[config.mk]
export PLATFORM = sky130hd
export DESIGN_NAME = psu_predict
export DESIGN_NICKNAME = d
export VERILOG_FILES = /design/src/design/psu_pkg.sv /design/src/design/psu_predict.sv
export SDC_FILE = /design/constraint.sdc
export NUM_CORES = 1
export LEC_CHECK = 0
export ABC_AREA = 1
export ABC_CLOCK_PERIOD_IN_PS = 11350
export BUFFER_PORTS_ARGS = -buffer_cell sky130_fd_sc_hd__buf_2
export CAP_MARGIN = 20
export CORE_MARGIN = 5
export CORE_UTILIZATION = 47
export DETAILED_ROUTE_END_ITERATION = 6
export PLACE_DENSITY = 0.64
export SLEW_MARGIN = 20
export SYNTH_ARGS = -nofsm -noshare
export SYNTH_HDL_FRONTEND = slang
export SYNTH_SLANG_ARGS = --single-unit
[constraint.sdc]
create_clock -name vclk -period 11.35
set_input_delay 1.135 -clock vclk [all_inputs]
set_output_delay 1.135 -clock vclk [all_outputs]
set_load 0.01 [all_outputs]
[src/design/psu_pkg.sv]
// ----------------------------------------------------------------------------
// psu_pkg
// Shared types and constants for the PNG scanline unfilter block.
// ----------------------------------------------------------------------------
package psu_pkg;

  // Default row memory depth
  localparam int MAX_ROW_BYTES_DEF = 16384;

  // Configuration field widths
  localparam int BPP_W = 3;
  localparam int RB_W  = 15;

  // APB address and register index codes
  localparam int PADDR_W = 3;
  localparam logic REG_BPP      = 1'b0;
  localparam logic REG_ROW_BYTES = 1'b1;

  // Row filter type codes
  localparam logic [7:0] FILT_NONE  = 8'd0;
  localparam logic [7:0] FILT_SUB   = 8'd1;
  localparam logic [7:0] FILT_UP    = 8'd2;
  localparam logic [7:0] FILT_AVG   = 8'd3;
  localparam logic [7:0] FILT_PAETH = 8'd4;

  // Operands for the predictor stage
  typedef struct packed {
    logic [7:0] filter;
    logic [7:0] raw;
    logic [7:0] a;      // left
    logic [7:0] b;      // up
    logic [7:0] c;      // upper-left
  } pred_in_t;

  typedef struct packed {
    logic [7:0] res;
    logic       bad;
  } pred_out_t;

endpackage

[src/design/psu_predict.sv]
// ----------------------------------------------------------------------------
// psu_predict
// Filter predictor and reconstruction add: None, Sub, Up, Average, Paeth.
// ----------------------------------------------------------------------------
module psu_predict
  import psu_pkg::*;
(
  input  pred_in_t  pin,
  output pred_out_t pout
);

  logic signed [10:0] p, pa, pb, pc;
  logic [8:0] sum_ab;
  logic [7:0] paeth_sel;
  logic [7:0] pred;

  // Paeth distances
  always_comb begin
    p  = $signed({3'b000, pin.a}) + $signed({3'b000, pin.b}) - $signed({3'b000, pin.c});
    pa = (p > $signed({3'b000, pin.a})) ? p - $signed({3'b000, pin.a})
                                        : $signed({3'b000, pin.a}) - p;
    pb = (p > $signed({3'b000, pin.b})) ? p - $signed({3'b000, pin.b})
                                        : $signed({3'b000, pin.b}) - p;
    pc = (p > $signed({3'b000, pin.c})) ? p - $signed({3'b000, pin.c})
                                        : $signed({3'b000, pin.c}) - p;
    if (pa <= pb && pa <= pc) begin
      paeth_sel = pin.a;
    end else if (pb <= pc) begin
      paeth_sel = pin.b;
    end else begin
      paeth_sel = pin.c;
    end
  end

  // Predictor select and add
  always_comb begin
    sum_ab   = {1'b0, pin.a} + {1'b0, pin.b};
    pout.bad = 1'b0;
    case (pin.filter)
      FILT_NONE:  pred = 8'd0;
      FILT_SUB:   pred = pin.a;
      FILT_UP:    pred = pin.b;
      FILT_AVG:   pred = sum_ab[8:1];
      FILT_PAETH: pred = paeth_sel;
      default: begin
        pred     = 8'd0;
        pout.bad = 1'b1;
      end
    endcase
    pout.res = pin.raw + pred;
  end

endmodule

-- After elaboration in Yosys (flattened, before gate mapping)
Cells that the tools add are included.
- register bits after elaboration: 0
- input port bits: 40
- output and inout port bits: 9
- logic and storage cells: 30
- add/subtract/negate cells: 10
- magnitude comparators: 6
- equality and inequality tests: 4
- muxes and demuxes: 7
- reductions and logical operators: 3
- operators with widths (cell ; count):
    $le 11x11->1 ; 3
    $mux 11 ; 3
    $sub 10x9->11 ; 3
    $sub 9x10->11 ; 3
    $pmux 8 s4 ; 1
    $gt 10x9->1 ; 3
    $add 8x8->9 ; 2
    $eq 8x2->1 const B ; 2
    $mux 8 ; 2
    $sub 9x8->10 ; 1
    $add 8x8->8 ; 1
    $eq 8x1->1 const B ; 1
    $eq 8x3->1 const B ; 1
    $logic_not 8->1 ; 1
    $reduce_or 5->1 ; 1
    $logic_and 1x1->1 ; 1
    $mux 1 ; 1

-- Depth between registers and ports, before layout
- depth in word-level cells: 9
- mapped depth: 58
- gate-level depth less buffers: 57

-- Worst setup path after synthesis
OpenSTA, ideal clock, no wires.
- path kind: input -> output
- start: input pin[9] (netlist bit)
- end: output pout[8] (netlist bit)
- arrival: 7.457 ns
- required time: 10.215 ns
- slack: 2.758 ns
- stages on the path: 52
- buffers on the path: 2
- cells stage by stage: inv_1 > fa_1 > fa_1 > inv_1 > nand2_1 > nand2_1 > nand2_1 > o21bai_1 > xor2_1 > inv_1 > ha_1 > clkbuf_2 > a21o_1 > a21oi_1 > nand2_1 > nand2_1 > nand3_2 > nand3_2 > (+16 left out) > nand3_1 > nand2_1 > buf_6 > o211ai_1 > nand2_1 > ha_1 > a21oi_1 > nand2_1 > a21oi_1 > inv_1 > a21oi_1 > o21ai_0 > a21o_1 > xor2_1 > inv_1 > nand2_1 > nand2_1 > inv_1
- RTL lines (element ; RTL line ; source):
    from (decl) ; psu_predict.sv:8 ; input pred_in_t pin,
    to (decl) ; psu_predict.sv:9 ; output pred_out_t pout

==> summary by stage <==
Drt
The count of nets left with antenna violations after detail routing is 0. Wires add up to between 15000 and 20000 um. The average wire length per cell after detail routing is 15.8 um.

The final route contains between 5000 and 6000 vias. The first-pass iteration count of the detailed router is 5. The number of design rule violations left after detail routing is 0. The initial detailed-routing violation count is 375.

The via-per-instance ratio is roughly 5.4.

Floorplanning
The number of standard-cell rows in the floorplan is 37. In this run the count of I/O pins placed on the die edge is 49. The area enclosed by the die boundary is 12500 um2.

The initial cell density of the core is between 40% and 50%. In this run the vertical extent of the chip is between 100 and 150 um. After floorplanning, the core was sized to cover 10200 um2. The floorplan step set the die width to approximately 110 um.

STA
For the final routed database, the setup TNS stands at 0 ns. The worst slew margin relative to its limit is between 60% and 70%. The hold violation count in the final report is 0. The worst hold slack after final layout is 2.58 ns.

The transition time at the pin with the least slew margin is 0.513 ns. Based on the critical path, the design can be clocked at up to 96.4 MHz. After layout, the worst setup slack is about 1 ns. The number of pins exceeding their max-slew limit in the final report came to 0. Setup repair after global routing left no endpoint under its margin. The final setup violation count is 0.

The post-route fraction of the period consumed by the critical path is 91.4%. The smallest clock period supported by the final layout is computed as 10.37 ns.

Power
The share of total power in combinational logic is 100.0%. The maximum VDD drop is 0.000152 V. Summed over all cells, the static leakage comes to 3.14 nW. The net switching power figure is 1.06 mW.

The clock network burns 0% of the power. Dividing total power by cell area gives a power density of ~300 nW/um2. The switching power share of the total is 65.5%.

Per report_power, the sequential group accounts for 0% of the total. The internal power summed over all cells is 558 uW.

Place
The placed wire-length estimate after detailed placement is 13700 um. The worst slack at placement is 0.749 ns. The congestion estimate from routability-driven global placement came to approximately 1.0. The number of cells in the design after placement is 965. In this run the tool buffered the top-level ports with between 40 and 50 buffer cells.

Synthesis
The sequential share of the synthesized area is 0%. The cell area after technology mapping is 4890 um2. A synthesized cell averages ~6.2 um2.

Counting every net in the synthesized netlist gives ~940. The Yosys step of the flow raised 0 warnings. The area share of the largest cell type after synthesis is roughly 24%. Among all cell types in the netlist, the one instantiated most often is sky130_fd_sc_hd__nand2_1. The cell count after synthesis came out at 788.

The most area-hungry cell type in the Yosys netlist is sky130_fd_sc_hd__ha_1. Yosys attributes the largest share of cell area to sky130_fd_sc_hd__ha_1 (24%), sky130_fd_sc_hd__nand2_1 (15%), sky130_fd_sc_hd__inv_1 (12%). The distinct cell type count after synthesis is 47. Sorting the synthesized cells by how often they occur yields sky130_fd_sc_hd__nand2_1 (199), sky130_fd_sc_hd__inv_1 (154), sky130_fd_sc_hd__ha_1 (95).

GRT
The global-route wire length before repair is around 24000 um. The total routing resource utilization after global routing is 23.7%. The number of global-route vias before repair was 5032. The maximum number of pins on one net before global-route repair is 18. The number of antenna violations at the first check in global routing is 0. Global routing finished with a remaining overflow of 0.

Cells and area
The layout overhead on the synthesized area is 7.68%. In the final design database the tool counted roughly 980 nets. Summing all flip-flop and latch instances after layout gives 0 um2.

The clock buffers instantiated in the layout total 0. The total of fill cells in the finished design is 1074. The share of layout cells above drive strength 1 is between 10 and 15%. The finished layout holds 965 standard cells, fillers aside. The number of antenna cells inserted is 0. The sequential cell count of the final layout is 0.

Worst hold path
For hold timing, the worst endpoint is pout[1]. The path class of the tightest hold or removal check is primary input to primary output. The worst hold path begins at pin[24]. The worst hold path passes through 3 cells.

Setup path
The kind of critical path is primary input to primary output. The startpoint kind of the worst setup timing path is a primary input. The data arrival at the endpoint of the critical path is 9.24 ns. The most frequent cell on the critical path is sky130_fd_sc_hd__nand2_1.

STA puts the critical path data required time at 10.22 ns. STA classifies the critical path endpoint as a primary output. Of all nets on the critical path, the largest fanout is 12.

The biggest cell delay along the critical path is roughly 0.5 ns. The highest-delay cell along the critical path is sky130_fd_sc_hd__fa_1.

Clock tree
The post-CTS repair timing setup buffer count is 0. Hold repair after CTS inserted 0 buffers.

Flow run
The max-cap check violation count is 0.

Outcome
The flow ran to the end, and the final reports show no timing, DRC or antenna violations.
-- metal layers --
| metal | routed length [um] | vias up | GRT usage, % |
|---|---|---|---|
| met5 | 0 | - | 0 |
| met2 | 7240 | 147 | 43.0 |
| met1 | 6810 | 2348 | 30.8 |
| met3 | 786 | 25 | 1.58 |
| met4 | 421 | 0 | 4.73 |
| li1 | - | 2644 | - |
-- kinds of logic after synthesis --
| family | Yosys count | share of synthesized area [%] |
|---|---|---|
| simple gates | 324 | 30.8 |
| buf+inv | 167 | 13.4 |
| compound gates | 142 | 17.0 |
| fa+ha+maj | 111 | 30.9 |
| xor+xnor | 43 | 7.70 |
| mux | 1 | 0.205 |
-- what timing repair did --
item	CTS	global route
endpoints found under the hold margin	0	0
resized for setup	0	2
endpoints found under the setup margin	0	1
-- final cells by class --
cell class / instances / area, um2 / share of cell area [%]
Inverter: 158 / 596 / 11.3
Multi-Input combinational cell: 621 / 4250 / 80.7
Tap cell: 136 / 170 / 3.23
Timing Repair Buffer: 50 / 253 / 4.80
-- critical path, delay by kind of cell --
family                     cells  cell delay [ns]
and+or+nand+nor               27             2.80
adders and majority gates      5             2.05
AOI/OAI and AO/OA             10             1.39
buffers and inverters          9             1.16
xor gates and xnor gates       3             0.66
-- placed cells by master, fill, tap and decap left out, types with 11 or more instances in the layout --
cell / Yosys / final
sky130_fd_sc_hd__a21oi_1: 50 / 50
sky130_fd_sc_hd__buf_2: 1 / 49
sky130_fd_sc_hd__fa_1: 16 / 16
sky130_fd_sc_hd__ha_1: 95 / 95
sky130_fd_sc_hd__inv_1: 154 / 154
sky130_fd_sc_hd__nand2_1: 199 / 199
sky130_fd_sc_hd__nand3_1: 35 / 35
sky130_fd_sc_hd__nand4_1: 12 / 12
sky130_fd_sc_hd__nor2_1: 38 / 38
sky130_fd_sc_hd__o21ai_0: 35 / 35
sky130_fd_sc_hd__xnor2_1: 12 / 11
sky130_fd_sc_hd__xor2_1: 31 / 31
-- per-stage QoR --
| stage | util, % | power, mW | instance area (um2) |
|---|---|---|---|
| finish | 51.4 | 1.61 | 5260 |
| global route | 51.4 | 1.83 | 5260 |
| CTS | 51.3 | 1.59 | 5250 |
| detailed placement | 51.3 | 1.59 | 5250 |
| global placement | 51.3 | 1.56 | 5250 |
| floorplan | - | 1.24 | 4890 |
-- power by group through the flow --
stage,sequential [mW],combinational [mW],clock (mW)
floorplan,0,1.24,0
global placement,0,1.56,0
detailed placement,0,1.59,0
CTS,0,1.59,0
global route,0,1.83,0
finish,0,1.61,0
-- how the worst max path moves through the flow --
stage               cells past startpoint  slack (ns)     from       to
finish                                 54        0.98  pin[17]  pout[8]
detailed placement                     44        0.75   pin[9]  pout[8]
global placement                       44        0.71  pin[10]  pout[8]
CTS                                    44        0.73   pin[9]  pout[8]
floorplan                              52        2.76   pin[9]  pout[8]
global route                           55        0.09   pin[9]  pout[8]
Power figures use the tool's default switching activity.
